===== config.mk =====
export PLATFORM = sky130hd
export DESIGN_NAME = node_name_syntax_check_unit
export DESIGN_NICKNAME = d
export VERILOG_FILES = /design/src/rtl/nnsc_pkg.sv /design/src/rtl/nnsc_parse.sv /design/src/rtl/node_name_syntax_check_unit.sv
export SDC_FILE = /design/constraint.sdc
export NUM_CORES = 1
export LEC_CHECK = 0
export BUFFER_PORTS_ARGS = -buffer_cell sky130_fd_sc_hd__clkbuf_2
export CORE_ASPECT_RATIO = 2
export CORE_MARGIN = 2
export CORE_UTILIZATION = 35
export CTS_CLUSTER_DIAMETER = 100
export DETAILED_ROUTE_END_ITERATION = 8
export GPL_TIMING_DRIVEN = 0
export PLACE_DENSITY = 0.57
export SKIP_CTS_REPAIR_TIMING = 1
export SLEW_MARGIN = 20
export SYNTH_ARGS = -nofsm -noshare
export SYNTH_HDL_FRONTEND = slang
export SYNTH_SLANG_ARGS = --single-unit

===== constraint.sdc =====
create_clock -name clock -period 3.4 [get_ports clock]
set_input_delay 0.17 -clock clock [delete_from_list [all_inputs] [get_ports clock]]
set_output_delay 0.17 -clock clock [all_outputs]
set_load 0.005 [all_outputs]

===== src/rtl/nnsc_pkg.sv =====
// package for the node name syntax check unit: payload types, state type and constants
`default_nettype none

package nnsc_pkg;

   localparam int unsigned CHAR_W     = 8;
   localparam int unsigned LEN_W      = 8;
   localparam int unsigned PARTS_W    = 4;
   localparam int unsigned CSR_IDX_W  = 2;
   localparam int unsigned CSR_DATA_W = 8;

   localparam logic [CHAR_W-1:0]  CASE_OFFSET = 8'h20;
   localparam logic [CHAR_W-1:0]  CHAR_DOT    = 8'h2e;
   localparam logic [CHAR_W-1:0]  CHAR_DASH   = 8'h2d;
   localparam logic [CHAR_W-1:0]  CHAR_UNDER  = 8'h5f;
   localparam logic [CHAR_W-1:0]  CHAR_UP_A   = 8'h41;
   localparam logic [CHAR_W-1:0]  CHAR_UP_Z   = 8'h5a;
   localparam logic [CHAR_W-1:0]  CHAR_LOW_A  = 8'h61;
   localparam logic [CHAR_W-1:0]  CHAR_LOW_Z  = 8'h7a;
   localparam logic [CHAR_W-1:0]  CHAR_ZERO   = 8'h30;
   localparam logic [CHAR_W-1:0]  CHAR_NINE   = 8'h39;

   localparam logic [LEN_W-1:0]   LEN_MAX     = 8'hff;
   localparam logic [PARTS_W-1:0] PARTS_MAX   = 4'hf;

   localparam logic [LEN_W-1:0]   RST_MAX_NAME_LEN = 8'd50;
   localparam logic [LEN_W-1:0]   RST_MAX_PART_LEN = 8'd16;
   localparam logic [PARTS_W-1:0] RST_MAX_PARTS    = 4'd3;

   typedef enum logic [CSR_IDX_W-1:0] {
      CSR_MAX_NAME_LEN = 2'd0,
      CSR_MAX_PART_LEN = 2'd1,
      CSR_MAX_PARTS    = 2'd2
   } csr_index_type;

   typedef enum logic [1:0] {
      STATUS_VALID    = 2'd0,
      STATUS_TOO_LONG = 2'd1,
      STATUS_SYNTAX   = 2'd2
   } status_type;

   typedef struct packed {
      logic [CHAR_W-1:0] char_in;
      logic              last_char;
      logic              empty_name;
   } req_data_type;

   typedef struct packed {
      logic [CHAR_W-1:0] lower_char;
      logic              name_done;
      logic [1:0]        status;
   } rsp_data_type;

   typedef struct packed {
      logic [LEN_W-1:0]  max_name_len;
      logic [LEN_W-1:0]  max_part_len;
      logic [PARTS_W-1:0] max_parts;
   } cfg_type;

   typedef struct packed {
      logic [LEN_W-1:0]   byte_count;
      logic [LEN_W-1:0]   part_length;
      logic [PARTS_W-1:0] part_count;
      logic               at_part_start;
      logic               syntax_bad;
      logic               too_long;
   } name_state_type;

   localparam name_state_type NAME_STATE_CLEAR = '{
      byte_count:    '0,
      part_length:   '0,
      part_count:    4'd1,
      at_part_start: 1'b1,
      syntax_bad:    1'b0,
      too_long:      1'b0
   };

endpackage

`default_nettype wire


===== src/rtl/nnsc_parse.sv =====
// per-byte parse step: case fold, limit checks and next name state
`default_nettype none

module nnsc_parse
   import nnsc_pkg::*;
(
   input  wire  req_data_type   item,
   input  wire  name_state_type state_cur,
   input  wire  cfg_type        cfg,
   output name_state_type       state_next,
   output rsp_data_type         result
);

   logic [CHAR_W-1:0] lc;
   logic              is_letter;
   logic              is_body;
   logic              part_full;
   logic [LEN_W-1:0]  part_len_inc;
   name_state_type    st;

   always_comb begin
      lc = item.char_in;
      if (item.char_in >= CHAR_UP_A && item.char_in <= CHAR_UP_Z) begin
         lc = item.char_in + CASE_OFFSET;
      end
   end

   assign is_letter    = (lc >= CHAR_LOW_A) && (lc <= CHAR_LOW_Z);
   assign is_body      = is_letter || ((lc >= CHAR_ZERO) && (lc <= CHAR_NINE))
                         || (lc == CHAR_DASH) || (lc == CHAR_UNDER);
   assign part_full    = state_cur.part_length >= cfg.max_part_len;
   assign part_len_inc = (state_cur.part_length == LEN_MAX) ? LEN_MAX
                         : state_cur.part_length + 8'd1;

   always_comb begin
      st = state_cur;
      if (state_cur.byte_count >= cfg.max_name_len) begin
         st.too_long = 1'b1;
      end
      if (state_cur.byte_count != LEN_MAX) begin
         st.byte_count = state_cur.byte_count + 8'd1;
      end

      if (state_cur.at_part_start) begin
         if (!is_letter || part_full) begin
            st.syntax_bad = 1'b1;
         end
         st.at_part_start = 1'b0;
         st.part_length   = part_len_inc;
      end else if (lc == CHAR_DOT) begin
         if (state_cur.part_count >= cfg.max_parts) begin
            st.syntax_bad = 1'b1;
         end
         if (state_cur.part_count != PARTS_MAX) begin
            st.part_count = state_cur.part_count + 4'd1;
         end
         st.part_length   = '0;
         st.at_part_start = 1'b1;
      end else begin
         if (!is_body || part_full) begin
            st.syntax_bad = 1'b1;
         end
         st.part_length = part_len_inc;
      end
      // a name that ends right after a dot has an empty last part
      if (item.last_char && st.at_part_start) begin
         st.syntax_bad = 1'b1;
      end
   end

   always_comb begin
      result.lower_char = lc;
      result.name_done  = 1'b0;
      result.status     = STATUS_VALID;
      state_next        = st;
      if (item.empty_name) begin
         result.lower_char = '0;
         result.name_done  = 1'b1;
         state_next        = NAME_STATE_CLEAR;
      end else if (item.last_char) begin
         result.name_done = 1'b1;
         if (st.too_long) begin
            result.status = STATUS_TOO_LONG;
         end else if (st.syntax_bad) begin
            result.status = STATUS_SYNTAX;
         end
         state_next = NAME_STATE_CLEAR;
      end
   end

endmodule

`default_nettype wire


===== src/rtl/node_name_syntax_check_unit.sv =====
// top level of the node name syntax check unit
`default_nettype none

// node name checker, one byte per transaction. each byte comes back folded
// to lower case; the transaction carrying last_char also reports the name's
// final status (valid, too long, syntax error), and an empty_name
// transaction reports valid at once. one transaction is taken per cycle
// unless a stalled result holds up the input register; each byte passes
// through the input register, then sits in the result register until
// the result side takes it. the name state (byte, part and part-count
// counters, flags) is updated in the same cycle a byte
// moves from the input register to the result register, so consecutive
// bytes of one name go through at full rate. the limits in the csr
// registers must only be changed while no transaction is in flight.
module node_name_syntax_check_unit
   import nnsc_pkg::*;
(
   input  wire                   clock,
   input  wire                   reset,
   // request channel
   input  wire                   req_valid,
   output logic                  req_stall,
   input  wire  req_data_type    req_data,
   // result channel
   output logic                  rsp_valid,
   input  wire                   rsp_stall,
   output rsp_data_type          rsp_data,
   // configuration writes
   input  wire                   csr_write,
   input  wire  [CSR_IDX_W-1:0]  csr_index,
   input  wire  [CSR_DATA_W-1:0] csr_wdata
);

   // limit registers
   cfg_type        cfg_ff;
   cfg_type        cfg_in;

   // input register stage
   logic           in_valid_ff;
   logic           in_valid_in;
   req_data_type   in_data_ff;

   // result register stage
   logic           out_valid_ff;
   logic           out_valid_in;
   rsp_data_type   out_data_ff;

   // per-name parse state
   name_state_type state_ff;
   name_state_type state_in;

   rsp_data_type   parse_result;
   logic           advance;
   logic           take_req;

   // input stage moves forward when the result register is empty or drains
   assign advance   = in_valid_ff && (!out_valid_ff || !rsp_stall);
   // input register frees up when empty or when its byte moves on
   assign req_stall = in_valid_ff && !advance;
   assign take_req  = req_valid && !req_stall;

   assign rsp_valid = out_valid_ff;
   assign rsp_data  = out_data_ff;

   nnsc_parse u_parse (
      .item       (in_data_ff),
      .state_cur  (state_ff),
      .cfg        (cfg_ff),
      .state_next (state_in),
      .result     (parse_result)
   );

   // register writes, unknown index ignored
   always_comb begin
      cfg_in = cfg_ff;
      if (csr_write) begin
         case (csr_index)
            CSR_MAX_NAME_LEN: cfg_in.max_name_len = csr_wdata;
            CSR_MAX_PART_LEN: cfg_in.max_part_len = csr_wdata;
            CSR_MAX_PARTS:    cfg_in.max_parts    = csr_wdata[PARTS_W-1:0];
            default:          cfg_in              = cfg_ff;
         endcase
      end
   end

   always_comb begin
      in_valid_in = in_valid_ff;
      if (take_req) begin
         in_valid_in = 1'b1;
      end else if (advance) begin
         in_valid_in = 1'b0;
      end
   end

   always_comb begin
      out_valid_in = out_valid_ff;
      if (advance) begin
         out_valid_in = 1'b1;
      end else if (!rsp_stall) begin
         out_valid_in = 1'b0;
      end
   end

   always_ff @(posedge clock) begin
      if (reset) begin
         cfg_ff.max_name_len <= RST_MAX_NAME_LEN;
         cfg_ff.max_part_len <= RST_MAX_PART_LEN;
         cfg_ff.max_parts    <= RST_MAX_PARTS;
         in_valid_ff         <= 1'b0;
         out_valid_ff        <= 1'b0;
         state_ff            <= NAME_STATE_CLEAR;
      end else begin
         cfg_ff       <= cfg_in;
         in_valid_ff  <= in_valid_in;
         out_valid_ff <= out_valid_in;
         if (advance) begin
            state_ff <= state_in;
         end
      end
   end

   // payload registers, no reset
   always_ff @(posedge clock) begin
      if (take_req) begin
         in_data_ff <= req_data;
      end
      if (advance) begin
         out_data_ff <= parse_result;
      end
   end

endmodule

`default_nettype wire


Yosys cells after proc, flatten, opt, wreduce, memory -nomap -nowiden
Index checks and enable logic that the tools add are counted.

Output and inout port bits: 13. Bits in registers: 66.

Mux-type cells: 24. Bitwise operators: 1. Equal/unequal tests: 10. Add/subtract/negate cells: 4. Reductions and logical operators: 31. $lt $le $gt $ge: 9.

Operators with widths (count): $mux 23 (2); $mux 8 (5); $add 8x1->8 const B (2); $eq 8x6->1 const B (2); $ge 8x7->1 const B (2); $ge 8x8->1 (2); $le 8x7->1 const B (2); $mux 1 (10); $reduce_bool 3->1 (3); $add 8x6->8 const B (1); $eq 8x7->1 const B (1); $eq 8x8->1 const B (1); $ge 8x6->1 const B (1); $le 8x6->1 const B (1); $mux 4 (2); $ne 8x8->1 const B (1); $reduce_and 2->1 (4); $logic_and 1x1->1 (7); $logic_not 1->1 (6); $logic_or 1x1->1 (6); $mux 2 (3); $mux 5 (1); $add 4x1->4 const B (1); $ge 4x4->1 (1); other kinds (12) (12).

Longest topological paths before layout
Gate-level depths: netlist of run 1.

Depth after elaboration: 18. Depth in mapped cells: 9. Depth with buffers taken out: 9.

Modules after synthesis
A second synthesis of run 1 with hierarchy kept.

Cells, all modules: 393. Area, all modules: 3812.4 sq um.

Modules (own cells, without submodules): node_name_syntax_check_unit (instances 1, cells each 211, sequential area each 1531.5 sq um, area each 2586.2 sq um); nnsc_parse (instances 1, cells each 182, sequential area each 0.0 sq um, area each 1226.2 sq um).

Worst setup path after synthesis of run 1
OpenSTA, ideal clock, no wires.

Path type: register -> register. Start: register in_data_ff[7] (netlist bit). End: register out_data_ff, in the netlist rsp_data[1], data pin. Data required time: 3130 ps. Library setup time: 270 ps. Cell stages (with the launch flop): 9. Setup slack: 736 ps. Period minus slack after synthesis: 2664 ps. Buffers on the path: 0. Data arrival time: 2394 ps. Cell sequence: edfxtp_1 > inv_1 > ha_1 > nor2b_1 > a22oi_2 > o31a_1 > or4b_1 > a311oi_2 > a211oi_1.

Cells in the longest elaborated chain, start to end: 15.

RTL lines: from (decl) (RTL line node_name_syntax_check_unit.sv:41) `req_data_type in_data_ff;`; from (signal assigned) (RTL line node_name_syntax_check_unit.sv:125) `in_data_ff <= req_data;`; $ge 8x7->1 or $le 8x7->1 (tied branches) (RTL line nnsc_parse.sv:23) `if (item.char_in >= CHAR_UP_A && item.char_in <= CHAR_UP_Z) begin`; $logic_and 1x1->1 (RTL line nnsc_parse.sv:23); $mux 8 * (RTL line nnsc_parse.sv:23); $ge 8x7->1 (tied with other cells) (RTL line nnsc_parse.sv:28) `assign is_letter = (lc >= CHAR_LOW_A) && (lc <= CHAR_LOW_Z);`; $logic_and 1x1->1 (on tied branches) (RTL line nnsc_parse.sv:28, nnsc_parse.sv:29); $logic_or 1x1->1 (RTL line nnsc_parse.sv:29) `assign is_body = is_letter || ((lc >= CHAR_ZERO) && (lc <= CHAR_NINE))`; $logic_or 1x1->1 (2 in a row) (RTL line nnsc_parse.sv:30) `|| (lc == CHAR_DASH) || (lc == CHAR_UNDER);`; $logic_not 1->1 (RTL line nnsc_parse.sv:60) `if (!is_body || part_full) begin`; $logic_or 1x1->1 (RTL line nnsc_parse.sv:60); $mux 1 (RTL line nnsc_parse.sv:60); $mux 1 (RTL line nnsc_parse.sv:50) `end else if (lc == CHAR_DOT) begin`; $mux 2 * (RTL line nnsc_parse.sv:44) `if (state_cur.at_part_start) begin`; $mux 1 * (RTL line nnsc_parse.sv:66) `if (item.last_char && st.at_part_start) begin`; $mux 2 * (RTL line nnsc_parse.sv:84) `end else if (st.syntax_bad) begin`; to (signal assigned) (RTL line node_name_syntax_check_unit.sv:128) `out_data_ff <= parse_result;`; to (decl) (RTL line node_name_syntax_check_unit.sv:46) `rsp_data_type out_data_ff;`.

Every way passes the cells marked *; elsewhere a longest branch is shown, timed or not. The select of a mux whose other input is x is not followed. A chain may end at the register's enable or synchronous reset.

Worst setup path after layout of run 1
Same ends and word-level chain as after synthesis.

==> out/qor.yml, run 1 <==
synthesis:
  synth_area_leader_cell: "dfxtp_1"
  ys_async_sr_fraction: 0
  synth_top_area_share: 0.2635
  syn_area_um2: 3418
  yosys_warnings: 0
  synth_area_leaders: "dfxtp_1 (26%), edfxtp_1 (18%), ha_1 (9.2%)"
  synthFlopType: "dfxtp_1"
  netlist_instances: 370
  yosysSeqAreaShare: 0.4480
  synth_nets: 420
  ys_ff_latch: 66
  syn_avg_cell_area_um2: 9.239
  ys_types: 55
  synth_edf_count: 21
worst_setup_path:
  arrival_ns: 3.09
  crit_type: "reg2reg"
  end_kind: "register"
  slowest_stage: "or4b_1"
  cp_cell_sequence: "inv_1 > ha_1 > nor2b_1 > a22oi_2 > o31ai_1 > o31ai_1 > or4b_1 > a311oi_2 > a211oi_1"
  cp_num_buf_inv: 1
  required_ns: 3.46
  critical_path.top_delay_family: "compound AO/OA/AOI/OAI gates"
  path_max_fanout: 8
  max_stage_delay_ns: 0.53
  worstSetupStartpointType: "register"
  worst_path_most_repeated_cell: "o31ai_1"
layout:
  fin_nets: 468
  n_fill_cell: 965
  n_antenna_cell: 0
  final_common_cell: "nor2_1"
  multi_input_area_um2: 1728
  seqCellArea_um2: 1531
  syn_to_final_growth_pct: 19.58
  layout_common_cells: "nor2_1 (55), dfxtp_1 (45), clkbuf_2 (37), inv_1 (29), a21oi_1 (27)"
  drive_above_1_share: 0.1442
drt:
  postRouteAntennaNets: 0
  routed_via_density: 5.142
  drt_iter0_markers: 97
  drc_errors: 0
  wl_per_cell_um: 14.87
  vias: 2854
  routed_wl_um: 8254
  first_pass_iters: 5
hold_path:
  hold_path.class: "in2reg"
power_and_ir_drop:
  internal-power_uw: 1540
  p_per_area_nw_per_um2: 487.4
  p_sw_frac: 0.2273
  p_switching_uw: 452.9
  power_frac_clock: 0.493
  power_frac_comb: 0.075
  power.leakage_uw: 0.001663
  p_seq_frac: 0.431
  ir_worst_vdd_v: 0.0002556
die:
  initial_core_util: 0.3548
  die-height_um: 143.8
  std_cell_rows: 51
  coreArea_um2: 9635
  dieWidth_um: 73.88
  io_pins: 38
  die_area_um2: 10620
placed_design:
  port_buffers: 37
  pre_cts_ws_ns: 0.4284
  gp_congestion: 0.8110
  dp_hpwl_um: 6513
cts:
  clockBufferDepth: 2
  clk_latency_ns: 0.33
  cts_buffers: 9
  cts_tree: "yes"
  root_buffer: "clkbuf_16"
  path_clk_slew_ns: 0.05
  htreeDepth: 3
  cts.sinks: 66
global_routing:
  grt_overflow: 0
  grt_pass1_vias: 2878
  grt_pass1_wl_um: 13460
  grt_max_degree: 21
  grt.total_usage: 0.1704
  grt_antenna_before_repair: 0
run:
  cap_violations: 0
sta:
  setup_ws_ns: 0.3757
  final-hold-violation-count: 0
  tns_ns: 0
  rsz0062_at_grt: "false"
  period_share: 0.8895
  relSlewSlack: 0.3027
  period_minus_slack_ns: 3.024
  worst_pin_slew_ns: 1.044
  worst_hold_slack_ns: 0.01605
  final-max-slew-violation-count: 0
  setup_viol: 0
  finClkSkew_ns: 0.005377
  fmax_mhz: 330.7
run_status:
  status: "completed"
power groups by stage:
stage               clock network (uW)  logic [uW]  registers, uW
finish                             983         150            859
global placement                     0         148            875
floorplan                            0        93.3            872
detailed placement                   0         152            876
CTS                               1000         152            859
global route                      1030         169            863
per-layer routing:
metal | up-vias | share of wire | GRT usage
li1 | 1425 | - | -
met1 | 1361 | 0.36 | 0.1479
met2 | 50 | 0.57 | 0.3313
met3 | 18 | 0.026 | 0.03436
met4 | 0 | 0.042 | 0.1081
met5 | - | 0 | 0
metrics by stage:
step / area [um^2] / power (uW) / utilization / cells
after floorplan: 3418 / 965.7 / - / 370
after global placement: 3769 / 1023 / 0.3911 / 539
after detailed placement: 3769 / 1028 / 0.3911 / 539
after CTS: 4088 / 2012 / 0.4242 / 555
after global routing: 4088 / 2061 / 0.4242 / 555
final: 4088 / 1992 / 0.4242 / 555
final timing paths:
check                           depth (start not counted)                        end  slack, ns                     start
worst max-delay path                                    9  rsp_data[1]$_SDFFCE_PP0P_       0.38   in_data_ff[7]$_DFFE_PP_
worst min-delay path                                    1    in_data_ff[7]$_DFFE_PP_       0.02               req_data[7]
worst max register to register                          9  rsp_data[1]$_SDFFCE_PP0P_       0.38   in_data_ff[7]$_DFFE_PP_
worst min register to register                          2     rsp_valid$_SDFFE_PP0P_       0.48  in_valid_ff$_SDFFE_PP0P_
state kept, by name, indices dropped and copies added, names as in the netlist:
signal,count
state_ff,23
in_data_ff,10
rsp_data,11
in_valid_ff,1
cfg_ff,20
rsp_valid,1
kinds of logic after synthesis:
| logic type | after synthesis | synth area share |
|---|---|---|
| simple gates | 136 | 0.1988 |
| xor+xnor | 5 | 0.01281 |
| flops | 66 | 0.4480 |
| fa+ha+maj | 25 | 0.09151 |
| compound gates | 89 | 0.1761 |
| mux | 9 | 0.02636 |
| buf+inv | 40 | 0.04648 |
final cells by class:
cell class	instances	share of cell area
tap	132	0.04040
sequential	66	0.3747
buffer	10	0.01133
multi-input combinational	264	0.4227
inverter	30	0.02755
timing repair buffer	37	0.04530
clock inverter	7	0.02296
clock buffer	9	0.05510
Yosys cell counts (2+ instances only):
| library cell | instances |
|---|---|
| o21ai_1 | 4 |
| or3_1 | 4 |
| o21a_1 | 3 |
| nor2b_1 | 13 |
| xor2_1 | 4 |
| nand4_1 | 3 |
| dfxtp_1 | 45 |
| nand2b_1 | 7 |
| nor4_1 | 2 |
| nor3b_1 | 2 |
| nor2_1 | 55 |
| a21o_1 | 2 |
| nand3_1 | 8 |
| a21oi_1 | 27 |
| a211o_1 | 6 |
| inv_1 | 29 |
| o32ai_1 | 2 |
| nand3b_1 | 5 |
| o31a_1 | 2 |
| edfxtp_1 | 21 |
| o31ai_1 | 7 |
| a22oi_1 | 3 |
| o21ai_0 | 12 |
| nand2_1 | 20 |
| ha_1 | 25 |
| nor3_1 | 5 |
| a211oi_1 | 4 |
| a31oi_1 | 3 |
| and3_1 | 5 |
| mux2i_1 | 9 |
| o211ai_1 | 2 |
| clkbuf_1 | 8 |
worst register-to-register path: cells and delay by family, from the launching register on:
family,cells,cell delay [ns]
and+or+nand+nor,2,0.75
adders and majority gates,1,0.16
buffers and inverters,1,0.18
AOI/OAI and AO/OA,5,1.17
DFF,1,0.51
(Power assumes the default switching activity.)
==> run 2, diff against run 1 <==
Settings changed: CORE_UTILIZATION 35 to 58, PLACE_DENSITY 0.57 to 0.84.
==> run 2 against run 1 <==
Worst setup slack gained 0.042 ns; via count up 0.49%; sequential share of layout area increased by 0.81 points; hold slack got worse by 0.0070 ns; cell count fell by 13%; fmax rose by 1.4%; first-iteration DRC count up 31%; highest routed layer unchanged.
==> out/qor.yml, run 2 (synthesis results as in run 1) <==
run_status:
  status: "completed"  # unchanged
power_and_ir_drop:
  power.leakage_uw: 0.001673  # was 0.001663 uW
  internal-power_uw: 1559  # was 1540 uW
  p_per_area_nw_per_um2: 498.8  # was 487.4 nW/um^2
  power_frac_clock: 0.495  # was 0.493
  ir_worst_vdd_v: 0.0005455  # was 0.0002556 V
  p_sw_frac: 0.2187  # was 0.2273
  power_frac_comb: 0.074  # was 0.075
  p_seq_frac: 0.431  # about the same
  p_switching_uw: 436.4  # was 452.9 uW
drt:
  drt_iter0_markers: 127  # was 97
  wl_per_cell_um: 15.57  # was 14.87 um
  vias: 2868  # was 2854
  first_pass_iters: 5  # unchanged
  routed_via_density: 5.926  # was 5.142
  drc_errors: 0  # unchanged
  postRouteAntennaNets: 0  # unchanged
  routed_wl_um: 7538  # was 8254 um
layout:
  multi_input_area_um2: 1730  # was 1728 um^2
  drive_above_1_share: 0.1442  # unchanged
  seqCellArea_um2: 1531  # unchanged
  stdcell_count: 484  # was 555
  layout_common_cells: "nor2_1 (55), dfxtp_1 (45), clkbuf_2 (37), inv_1 (29), a21oi_1 (27)"  # unchanged
  final_common_cell: "nor2_1"  # unchanged
  largest_reg_flops: 23  # unchanged
  n_antenna_cell: 0  # unchanged
  largest-register: "state_ff"  # unchanged
  post-route-util: 0.7009  # was 0.4242
  syn_to_final_growth_pct: 17.06  # was 19.58%
  fin_nets: 468  # unchanged
  n_fill_cell: 418  # was 965
worst_setup_path:
  cp_cell_sequence: "inv_1 > ha_1 > nor2b_1 > a22oi_2 > o31a_1 > or4b_1 > a311oi_2 > a211oi_1"  # was inv_1 > ha_1 > nor2b_1 > a22oi_2 > o31ai_1 > o31ai_1 > or4b_1 > a311oi_2 > a211oi_1
  crit_type: "reg2reg"  # unchanged
  path_depth: 8  # was 9
  worstSetupStartpointType: "register"  # unchanged
  critical_path.top_delay_family: "compound AO/OA/AOI/OAI gates"  # unchanged
  max_stage_delay_ns: 0.55  # was 0.53 ns
  path_max_fanout: 8  # unchanged
  required_ns: 3.47  # was 3.46 ns
  slowest_stage: "or4b_1"  # unchanged
  cp_num_buf_inv: 1  # unchanged
  reg2reg_depth: 8  # was 9
  arrival_ns: 3.05  # was 3.09 ns
  end_kind: "register"  # unchanged
sta:
  tns_ns: 0  # unchanged
  final-hold-violation-count: 0  # unchanged
  setup_viol: 0  # unchanged
  finClkSkew_ns: 0.005219  # was 0.005377 ns
  rsz0062_at_grt: "false"  # unchanged
  worst_pin_slew_ns: 0.7120  # was 1.044 ns
  period_minus_slack_ns: 2.982  # was 3.024 ns
  final-max-slew-violation-count: 0  # unchanged
  period_share: 0.8771  # was 0.8895
  fmax_mhz: 335.3  # was 330.7 MHz
  relSlewSlack: 0.5243  # was 0.3027
cts:
  htreeDepth: 3  # unchanged
  cts.sinks: 66  # unchanged
  cts_tree: "yes"  # unchanged
  clockBufferDepth: 2  # unchanged
  clk_latency_ns: 0.34  # was 0.33 ns
  root_buffer: "clkbuf_16"  # unchanged
  cts_buffers: 9  # unchanged
  path_clk_slew_ns: 0.06  # was 0.05 ns
die:
  std_cell_rows: 39  # was 51
  dieWidth_um: 58.29  # was 73.88 um
  coreArea_um2: 5709  # was 9635 um^2
  die_area_um2: 6561  # was 10620 um^2
  io_pins: 38  # unchanged
  initial_core_util: 0.5987  # was 0.3548
  die-height_um: 112.6  # was 143.8 um
global_routing:
  grtUsageMet3: 0.07258  # was 0.03436
  busiest_layer: "met2"  # unchanged
  grtUsageMet1: 0.2450  # was 0.1479
  grt_pass1_vias: 2862  # was 2878
  grt.total_usage: 0.2615  # was 0.1704
  grt_max_degree: 21  # unchanged
  grt_antenna_before_repair: 0  # unchanged
  grt_pass1_wl_um: 12860  # was 13460 um
  met2_usage: 0.4712  # was 0.3313
  grt_overflow: 0  # unchanged
placed_design:
  dp_hpwl_um: 5703  # was 6513 um
  gp_congestion: 0.9069  # was 0.8110
  numPlacedInstances: 468  # was 539
  port_buffers: 37  # unchanged
hold_path:
  hold_path.class: "in2reg"  # unchanged
  whs_path_depth: 1  # unchanged
run:
  cap_violations: 0  # unchanged
run 2: changes by cell type in the layout (fill, tap and decap cells not counted), sizes merged:
cell / change
clkbuf: +2
clkinv: -1
clkinvlp: -2
inv: +1
run 2: area by class of cell:
cell class / instances / area share
buffer: 10 / 0.01157
clock buffer: 11 / 0.06066
clock inverter: 5 / 0.01907
inverter: 30 / 0.02814
multi-input combinational: 264 / 0.4325
sequential: 66 / 0.3827
tap: 61 / 0.01907
timing repair buffer: 37 / 0.04628
run 2: stage by stage:
| stage | cell area (um^2) | worst slack [ns] | hold WS (ns) | power (uW) |
|---|---|---|---|---|
| 3_3_place_gp | 3680 | 0.5005 | 0.3471 | 1017 |
| 2_1_floorplan | 3418 | 0.7357 | 0.2689 | 965.7 |
| 4_1_cts | 3999 | 0.4381 | 0.0006920 | 2008 |
| 3_5_place_dp | 3680 | 0.4541 | 0.3486 | 1022 |
| 6_report | 4001 | 0.4177 | 0.009087 | 1996 |
| 5_1_grt | 4001 | 0.2391 | 0.005058 | 2063 |
run 2: worst paths after layout:
| kind | from | to | slack (ns) |
|---|---|---|---|
| min | req_data[7] | in_data_ff[7]$_DFFE_PP_ | 0.009 |
| max | in_data_ff[7]$_DFFE_PP_ | rsp_data[1]$_SDFFCE_PP0P_ | 0.42 |
| max reg2reg | in_data_ff[7]$_DFFE_PP_ | rsp_data[1]$_SDFFCE_PP0P_ | 0.42 |
| min reg2reg | in_valid_ff$_SDFFE_PP0P_ | rsp_valid$_SDFFE_PP0P_ | 0.49 |
run 2: power groups by stage:
stage / sequential, uW / clock (uW) / combinational (uW)
6_report: 861 / 988 / 147
5_1_grt: 864 / 1040 / 165
4_1_cts: 860 / 1000 / 147
3_5_place_dp: 877 / 0 / 145
3_3_place_gp: 875 / 0 / 141
2_1_floorplan: 872 / 0 / 93.3
run 2: metal layers:
metal / routed length (um) / part of all wire
met3: 274 / 0.036
met4: 269 / 0.036
met1: 2698 / 0.36
met2: 4296 / 0.57
met5: 0 / 0
